## config.mk

```make
export PLATFORM = sky130hd
export DESIGN_NAME = c_string_literal_escaper
export DESIGN_NICKNAME = d
export VERILOG_FILES = /design/src/rtl/cstr_esc_pkg.sv /design/src/rtl/c_string_literal_escaper.sv
export SDC_FILE = /design/constraint.sdc
export NUM_CORES = 1
export LEC_CHECK = 0
export BUFFER_PORTS_ARGS = -buffer_cell sky130_fd_sc_hd__buf_2
export CAP_MARGIN = 20
export CORE_MARGIN = 3
export CORE_UTILIZATION = 43
export DETAILED_ROUTE_END_ITERATION = 8
export PLACE_DENSITY = 0.73
export SLEW_MARGIN = 10
export SYNTH_ARGS = -nofsm -noshare
export SYNTH_HDL_FRONTEND = slang
export SYNTH_SLANG_ARGS = --single-unit
```

## constraint.sdc

```tcl
create_clock -name clk -period 3.3 [get_ports clk]
set_input_delay 0.33 -clock clk [delete_from_list [all_inputs] [get_ports clk]]
set_output_delay 0.33 -clock clk [all_outputs]
set_load 0.03 [all_outputs]
```

## src/rtl/cstr_esc_pkg.sv

```systemverilog
// ----------------------------------------------------------------------------
// cstr_esc_pkg: C string literal escaper types and constants
// Character codes and the per-byte escape expansion shared by the escaper.
// ----------------------------------------------------------------------------
package cstr_esc_pkg;

  localparam int unsigned ByteW  = 8;
  localparam int unsigned MaxOut = 6;
  localparam int unsigned CntW   = 3;

  localparam logic [7:0] ChQuote = 8'h22;
  localparam logic [7:0] ChBslash = 8'h5C;
  localparam logic [7:0] ChQmark = 8'h3F;
  localparam logic [7:0] ChZero  = 8'h30;
  localparam logic [7:0] ChNl    = 8'h0A;
  localparam logic [7:0] ChCr    = 8'h0D;
  localparam logic [7:0] ChTab   = 8'h09;
  localparam logic [7:0] ChBs    = 8'h08;
  localparam logic [7:0] ChFf    = 8'h0C;
  localparam logic [7:0] ChVt    = 8'h0B;
  localparam logic [7:0] ChBel   = 8'h07;
  localparam logic [7:0] ChSpace = 8'h20;
  localparam logic [7:0] ChDel   = 8'h7F;
  localparam logic [7:0] ChHigh  = 8'h80;
  localparam logic [7:0] TagN    = 8'h6E;
  localparam logic [7:0] TagR    = 8'h72;
  localparam logic [7:0] TagT    = 8'h74;
  localparam logic [7:0] TagB    = 8'h62;
  localparam logic [7:0] TagF    = 8'h66;
  localparam logic [7:0] TagV    = 8'h76;
  localparam logic [7:0] TagA    = 8'h61;

  // Up to four bytes from one escaped character, byte 0 first.
  typedef struct packed {
    logic [3:0][7:0] b;
    logic [2:0]      n;
  } esc_seg_t;

  function automatic esc_seg_t escape_char(input logic [7:0] c);
    esc_seg_t   s;
    logic [7:0] tag;
    s   = '0;
    tag = '0;
    unique case (c)
      ChQuote:  tag = ChQuote;
      ChBslash: tag = ChBslash;
      ChNl:     tag = TagN;
      ChCr:     tag = TagR;
      ChTab:    tag = TagT;
      ChBs:     tag = TagB;
      ChFf:     tag = TagF;
      ChVt:     tag = TagV;
      ChBel:    tag = TagA;
      default:  tag = '0;
    endcase
    if (tag != 8'd0) begin
      s.b[0] = ChBslash;
      s.b[1] = tag;
      s.n    = 3'd2;
    end else if (c < ChSpace || c == ChDel || c >= ChHigh) begin
      s.b[0] = ChBslash;
      s.b[1] = ChZero + {6'd0, c[7:6]};
      s.b[2] = ChZero + {5'd0, c[5:3]};
      s.b[3] = ChZero + {5'd0, c[2:0]};
      s.n    = 3'd4;
    end else begin
      s.b[0] = c;
      s.n    = 3'd1;
    end
    return s;
  endfunction

endpackage

```

## src/rtl/c_string_literal_escaper.sv

```systemverilog
// ----------------------------------------------------------------------------
// c_string_literal_escaper: byte stream to C string literal body
// Expands each raw byte into its escaped form and streams the result bytes.
// ----------------------------------------------------------------------------
// Timing: the first result byte of an input transfer is valid in the cycle after it.
// Throughput: one input byte per cycle while each byte expands to one result and
//   out_stall is low; a byte expanding to n results occupies the result buffer
//   until the single result port drains them, one byte per cycle when not stalled.
// Reset (rst_n, synchronous, active low): empties the result buffer and drops
//   any held question mark.

module c_string_literal_escaper (
  input  logic       clk,
  input  logic       rst_n,
  // input channel
  input  logic       in_valid,
  output logic       in_stall,
  input  logic [7:0] in_char_in,
  input  logic       in_string_end,
  // result channel
  output logic       out_valid,
  input  logic       out_stall,
  output logic [7:0] out_char_out,
  output logic       out_run_last
);

  // Result buffer: bytes shift out from the bottom, rem_r counts what is left.
  logic [cstr_esc_pkg::MaxOut-1:0][7:0] buf_r, buf_nxt;
  logic [cstr_esc_pkg::CntW-1:0]        rem_r, rem_nxt;
  // Trigraph guard state.
  logic                                 q_held_r, q_held_nxt;
  logic                                 held_esc_r, held_esc_nxt;

  logic                                 in_xfer;
  logic                                 out_xfer;
  logic                                 is_q;
  logic [1:0][7:0]                      pre_b;
  logic [1:0]                           pre_n;
  cstr_esc_pkg::esc_seg_t               tail;
  cstr_esc_pkg::esc_seg_t               esc;
  logic [cstr_esc_pkg::MaxOut-1:0][7:0] exp_b;
  logic [cstr_esc_pkg::CntW-1:0]        exp_n;

  assign out_valid    = (rem_r != '0);
  assign out_char_out = buf_r[0];
  assign out_run_last = (rem_r == 3'd1);
  assign out_xfer     = out_valid && !out_stall;

  // Accept when the buffer is empty or its last byte leaves this cycle.
  assign in_stall = out_valid && !(out_run_last && !out_stall);
  assign in_xfer  = in_valid && !in_stall;

  assign is_q = (in_char_in == cstr_esc_pkg::ChQmark);
  assign esc  = cstr_esc_pkg::escape_char(in_char_in);

  // Expansion: an optional flushed question mark, then the new byte's part.
  always_comb begin
    pre_b = '0;
    pre_n = 2'd0;
    tail  = '0;
    if (q_held_r) begin
      // A held mark next to another mark always takes the escape.
      if (held_esc_r || is_q) begin
        pre_b[0] = cstr_esc_pkg::ChBslash;
        pre_b[1] = cstr_esc_pkg::ChQmark;
        pre_n    = 2'd2;
      end else begin
        pre_b[0] = cstr_esc_pkg::ChQmark;
        pre_n    = 2'd1;
      end
      if (is_q) begin
        if (in_string_end) begin
          tail.b[0] = cstr_esc_pkg::ChBslash;
          tail.b[1] = cstr_esc_pkg::ChQmark;
          tail.n    = 3'd2;
        end
      end else begin
        tail = esc;
      end
    end else if (is_q) begin
      // A lone mark is held unless it ends the string.
      if (in_string_end) begin
        tail.b[0] = cstr_esc_pkg::ChQmark;
        tail.n    = 3'd1;
      end
    end else begin
      tail = esc;
    end

    unique case (pre_n)
      2'd1:    exp_b = {8'd0, tail.b, pre_b[0]};
      2'd2:    exp_b = {tail.b, pre_b[1], pre_b[0]};
      default: exp_b = {16'd0, tail.b};
    endcase
    exp_n = {1'b0, pre_n} + tail.n;
  end

  always_comb begin
    buf_nxt      = buf_r;
    rem_nxt      = rem_r;
    q_held_nxt   = q_held_r;
    held_esc_nxt = held_esc_r;
    if (out_xfer) begin
      // Advance to the next byte.
      buf_nxt = buf_r >> cstr_esc_pkg::ByteW;
      rem_nxt = rem_r - 3'd1;
    end
    if (in_xfer) begin
      // Load the new expansion; a zero count leaves the buffer empty.
      buf_nxt      = exp_b;
      rem_nxt      = exp_n;
      q_held_nxt   = is_q && !in_string_end;
      held_esc_nxt = is_q && !in_string_end && q_held_r;
    end
  end

  always_ff @(posedge clk) begin
    buf_r <= buf_nxt;
    if (!rst_n) begin
      rem_r      <= '0;
      q_held_r   <= 1'b0;
      held_esc_r <= 1'b0;
    end else begin
      rem_r      <= rem_nxt;
      q_held_r   <= q_held_nxt;
      held_esc_r <= held_esc_nxt;
    end
  end

  // Buffer never counts more than it can hold.
  a_rem_bound: assert property (@(posedge clk) disable iff (!rst_n)
    rem_r <= 3'd6)
    else $error("result count out of range");

  // A transfer of a non-final byte drains exactly one byte.
  a_drain: assert property (@(posedge clk) disable iff (!rst_n)
    out_xfer && rem_r > 3'd1 |=> rem_r == $past(rem_r) - 3'd1)
    else $error("result buffer drain mismatch");

  // Nothing stays held past the end of a string.
  a_end_clears: assert property (@(posedge clk) disable iff (!rst_n)
    in_xfer && in_string_end |=> !q_held_r)
    else $error("question mark held across string end");

  // The escape flag only qualifies a held mark.
  a_esc_needs_hold: assert property (@(posedge clk) disable iff (!rst_n)
    held_esc_r |-> q_held_r)
    else $error("escape flag set with nothing held");

endmodule

```

Word level (Yosys, flattened, before mapping)
Cells that the tools add are included.

Bits in registers: 53. Output and inout bits: 11.

$add $sub $neg: 5. Magnitude comparators: 2. Equal/unequal tests: 14. Mux-type cells: 22. Reductions and logical operators: 16.

Operators with widths (number): 2-to-1 mux 48 bit (2); one-hot mux 48 bit (2 select lines) (1); one-hot mux 7 bit (9 select lines) (1); equality test 8 x 4 -> 1 bit (second input constant) (6); 2-to-1 mux 19 bit (2); 2-to-1 mux 35 bit (1); 2-to-1 mux 16 bit (2); 2-to-1 mux 24 bit (1); 2-to-1 mux 23 bit (1); 2-to-1 mux 11 bit (2); 2-to-1 mux 17 bit (1); equality test 8 x 6 -> 1 bit (second input constant) (2); equality test 8 x 7 -> 1 bit (second input constant) (2); adder 6 x 3 -> 7 bit (first input constant) (2); 2-to-1 mux 14 bit (1); 2-to-1 mux 9 bit (1); equality test 8 x 3 -> 1 bit (second input constant) (1); >= comparator 8 bit (second input constant) (1); less-than comparator 8 x 6 -> 1 bit (second input constant) (1); nonzero test 8 bit (1); adder 6 x 2 -> 7 bit (first input constant) (1); 2-to-1 mux 7 bit (1); logical AND 1 bit (6); 2-to-1 mux 3 bit (2); 11 further kinds (17).

Longest topological paths before layout
Depth after elaboration: 9. Mapped depth: 13. Mapped depth without buffers: 11.

Worst setup path after synthesis
No wires, ideal clock.

Kind: reg-to-reg. Start: register rem_r[0] (netlist bit). End: register rem_r[2] (netlist bit). Library setup time: 0.119 ns. Arrival time: 3.555 ns. Setup slack: -0.374 ns. Cell stages (with the launch flop): 9. Period minus slack after synthesis: 3.674 ns. Cell sequence: dfxtp_1 > inv_1 > ha_1 > nand2b_1 > nor2_1 > a21oi_1 > nand2_1 > mux2i_1 > a21oi_1.

RTL lines: from (decl) (RTL line c_string_literal_escaper.sv:29) `logic [cstr_esc_pkg::CntW-1:0] rem_r, rem_nxt;`; from (signal assigned) (RTL line c_string_literal_escaper.sv:124) `rem_r <= rem_nxt;`; nonzero test 3 bit (*) (RTL line c_string_literal_escaper.sv:44) `assign out_valid = (rem_r != '0);`; named net out_valid (RTL line c_string_literal_escaper.sv:21) `output logic out_valid,`; logical AND 1 bit (RTL line c_string_literal_escaper.sv:50) `assign in_stall = out_valid && !(out_run_last && !out_stall);`; logical NOT 1 bit (RTL line c_string_literal_escaper.sv:51) `assign in_xfer = in_valid && !in_stall;`; logical AND 1 bit (RTL line c_string_literal_escaper.sv:51); 2-to-1 mux 3 bit or nonzero test 2 bit (tied branches).

Mark *: on every way through the listed nets, which the timed path passes. The rest lies on a longest branch. The select of a mux whose other input is x is not followed. A chain may end at the register's enable or synchronous reset.

Worst setup path in the final report
Start: input in_char_in[3]. End: register rem_r[1] (netlist bit).

Longest elaborated chain between the ends: 9.

Ends and longest elaborated chain: from (decl) (RTL line c_string_literal_escaper.sv:18) `input logic [7:0] in_char_in,`; less-than comparator 8 x 6 -> 1 bit or equality test 8 x 7 -> 1 bit (tied branches) (RTL line cstr_esc_pkg.sv:60) `end else if (c < ChSpace || c == ChDel || c >= ChHigh) begin`; logical OR 1 bit (2 in series) (RTL line cstr_esc_pkg.sv:60); 2-to-1 mux 11 bit (RTL line cstr_esc_pkg.sv:60); 2-to-1 mux 19 bit (RTL line cstr_esc_pkg.sv:56) `if (tag != 8'd0) begin`; 2-to-1 mux 11 bit or 2-to-1 mux 19 bit (tied branches) (RTL line c_string_literal_escaper.sv:80, c_string_literal_escaper.sv:71); 2-to-1 mux 35 bit (RTL line c_string_literal_escaper.sv:61) `if (q_held_r) begin`; adder 2 x 3 -> 3 bit (*) (RTL line c_string_literal_escaper.sv:95) `exp_n = {1'b0, pre_n} + tail.n;`; 2-to-1 mux 3 bit (*) (RTL line c_string_literal_escaper.sv:108) `if (in_xfer) begin`.

Mark *: on every way between the ends. The rest lies on a longest branch, timed or not.

==> summary.md <==
| Metric | Value |
|---|---|
| # rows | `29` |
| Cell-by-cell trace of the critical path | `buf_2 > nand4bb_1 > or3_1 > a21o_1 > nand3_1 > o21ai_0 > ha_1 > inv_1 > fa_1 > mux2i_1 > mux2i_1 > nor2_1` |
| Worst skew pair latency | `0.30 ns` |
| Vias per cell | `between 5 and 6` |
| Gp weighted congestion | `~0.95` |
| Worst Path Buf+Inv | `2` |
| Max IR drop VDD | `roughly 0.44 mV` |
| RSZ-0062 raised after global routing | `false` |
| Vias in the first global route | `roughly 2,300` |
| Largest net degree at the start of global routing | `44` |
| CTS Root Cell | `clkbuf_8` |
| Register area share after synthesis | `between 40 and 50%` |
| Critical path's top delay family | `simple AND/OR/NAND/NOR gates` |
| Synth warn | `0` |
| R2R depth | `7` |
| Cell with the most instances after synthesis | `edfxtp_1` |
| CORE AREA | `0.00639 sq mm` |
| ANT cells | `0` |
| Main synth FF type | `edfxtp_1` |
| PwrDens | `roughly 800 mW/mm^2` |
| Port Buf Inserts | `23` |
| Period utilisation layout | `around four fifths` |
| Post-DRT Antenna Nets | `0` |
| Filler cell count | `641` |
| Post-layout min period | `roughly 2.6 ns` |
| Initial core utilization | `approximately 45%` |
| Synth cell types | `about 50` |
| Worst path max stage delay | `around 0.4 ns` |
| Drt wl/cell | `~17 microns` |
| Crit-path slowest cell | `or3_1` |
| Type of origin of the critical path | `input pin` |
| Power Total | `about 0.0025 W` |
| Hold WS | `about 0.31 ns` |
| Worst R2R End | `buf_r[9]` |
| CTS buffer count | `5` |
| Crit. Startpoint | `in_char_in[3]` |
| Final slew viol count | `0` |
| Syn_nets | `about 340` |
| CTS-repair resized insts | `0` |
| Crit path depth | `12` |
| Status | `finished, final reports clean` |
| Crit Path Class | `input pin to flip-flop` |
| Buffer depth of the longest clock path | `2` |
| Crit-path most repeated cell | `mux2i_1` |
| Final setup TNS | `0 ns` |
| Crit path DAT | `~2.9 ns` |
| Skew final | `between 0.007 and 0.008 ns` |
| Synth top cells by count | `39 x edfxtp_1, 36 x nor2_1, 31 x a21oi_1` |
| Die Y | `between 80 and 90 microns` |
| R2r setup slk | `between 1 and 1.5 ns` |
| CP Max Fanout | `16` |
| Pleak | `approximately 1.1 nW` |
| Worst setup path end | `rem_r[1]` |
| Syn Area/Cell | `~8.9 sq um` |
| Synth area leader | `edfxtp_1` |
| Min-delay worst type | `input pin to flip-flop` |
| Worst flop-to-flop path startpoint | `rem_r[0]` |
| Postcts setup bufs | `0` |
| CTS tree | `yes` |
| Overflow after GRT | `0` |
| Clock Sinks | `44` |
| Fmax | `383 MHz` |
| Vias | `2,415` |
| Detailed Route WL | `between 7000 and 8000 microns` |
| Worst-path clk slew | `around 0.080 ns` |
| Final setup fails | `0` |
| Die ar. | `0.00765 sq mm` |
| Die X | `around 87 microns` |
| Yosys reg bits | `44` |
| Max-slew headroom | `~45%` |
| IO Count | `24` |
| Worst Path Required | `about 3.5 ns` |
| DRC | `0` |
| Max H-tree Level | `2` |
| Syn-to-layout area delta | `8.59%` |
| Detailed Place HPWL | `slightly below 5000 microns` |
| Max cap viols | `0` |
| Initial DRT Pass Iterations | `5` |
| First-pass GRT wire length | `11,700 microns` |
| Iter 0 DRT Violations | `approximately 240` |
| Slew @ Worst Pin | `0.819 ns` |
| Post-synth EDFFs | `39` |
| Mapped cell area | `around 0.0029 sq mm` |
| Yosys top cell area share | `41.0%` |
| Initial antenna violation count | `0` |
| Hold_buf cts | `0` |
| Fin util | `48.5%` |
| Fraction of layout cells with a size suffix above 1 | `14.0%` |
| Synthesized instance count | `roughly 320` |
| Nets | `~350` |
| Crit path capture type | `flip-flop` |
| Post-synth ARST share | `0%` |
| Synth area leaders | `edfxtp_1 41%, a21oi_1 5.4%, nor2_1 4.7%, o21ai_0 4.2%, nand2_1 3.9%` |
| Final number of hold-violating endpoints | `0` |
| GRT Resource Usage Total | `around a fifth` |
==> logic make-up (layout without fill, tap and decap cells) <==
logic type,after synthesis,after routing,synth area share (%)
DFF,44,44,44.5
and+or+nand+nor,128,128,23.3
AOI/OAI and AO/OA,95,95,20.2
adders and majority gates,5,5,2.46
muxes,7,7,2.46
buffers and inverters,38,47,6.58
other,1,1,0.131
xor gates and xnor gates,1,1,0.307
==> through the flow <==
stage	std cells	cell area, sq um	worst slack, ns
after CTS	405	3100	0.751
after detailed placement	397	2980	0.443
after global routing	405	3100	0.484
final	405	3100	0.692
after global placement	397	2980	0.504
after floorplan	319	2860	0.578
==> final cells by class <==
cell class,instances,area (sq um),area share [%]
well taps,77,96.3,3.11
repair buffers,31,175,5.65
inverters,8,30.0,0.969
clock inverters,3,46.3,1.49
clock buffers,5,68.8,2.22
flip-flops and latches,44,1270,41.0
multi-input cells,237,1410,45.5
==> power by group <==
part           switching [W]  internal, W
Sequential         0.0000712      0.00100
Combinational       0.000675     0.000306
Clock               0.000198     0.000228
Total               0.000944      0.00154
==> layout by cell type (no fill, tap or decap), drive strengths merged, types with 3 or more instances in the layout <==
master,count
nand2b,5
a21oi,31
nand3b,3
and2,6
a31oi,10
buf,31
nor2b,6
o21ai,24
inv,8
edfxtp,39
a21o,3
dfxtp,5
o31ai,6
nand4,3
nor4,5
a21boi,3
mux2i,7
clkbuf,5
nand2,30
nor3,6
o21a,5
a211oi,4
nor2,36
nand3,9
ha,4
and3,4
==> metal layers <==
metal | GRT usage, % | wire length [microns]
met5 | 0 | 0
met4 | 5.86 | 115
met1 | 29.2 | 3200
met2 | 29.5 | 3240
met3 | 3.22 | 531
==> registers in the layout, indices dropped and copies added (netlist names) <==
name and count:
out_char_out 8, rem_r 3, held_esc_r 1, q_held_r 1
buf_r 31
==> worst register-to-register path, stage by stage (launching register included) <==
cell and delay [ns]:
dfxtp_1 0.32, inv_1 0.13, ha_1 0.18, a21oi_1 0.06
or3b_2 0.76, nor3_1 0.28, o21a_1 0.20, a211oi_1 0.06
==> worst min path at each step <==
stage	cells after the start	endpoint	from	slack, ns
global placement	2	rem_r[1]	rem_r[1]	0.48
floorplan	2	rem_r[1]	rem_r[1]	0.46
global route	3	rem_r[1]	rst_n	0.33
detailed placement	2	rem_r[1]	rem_r[1]	0.51
finish	3	rem_r[1]	rst_n	0.31
CTS	3	rem_r[1]	rst_n	0.31
Power figures use the tool's default switching activity.
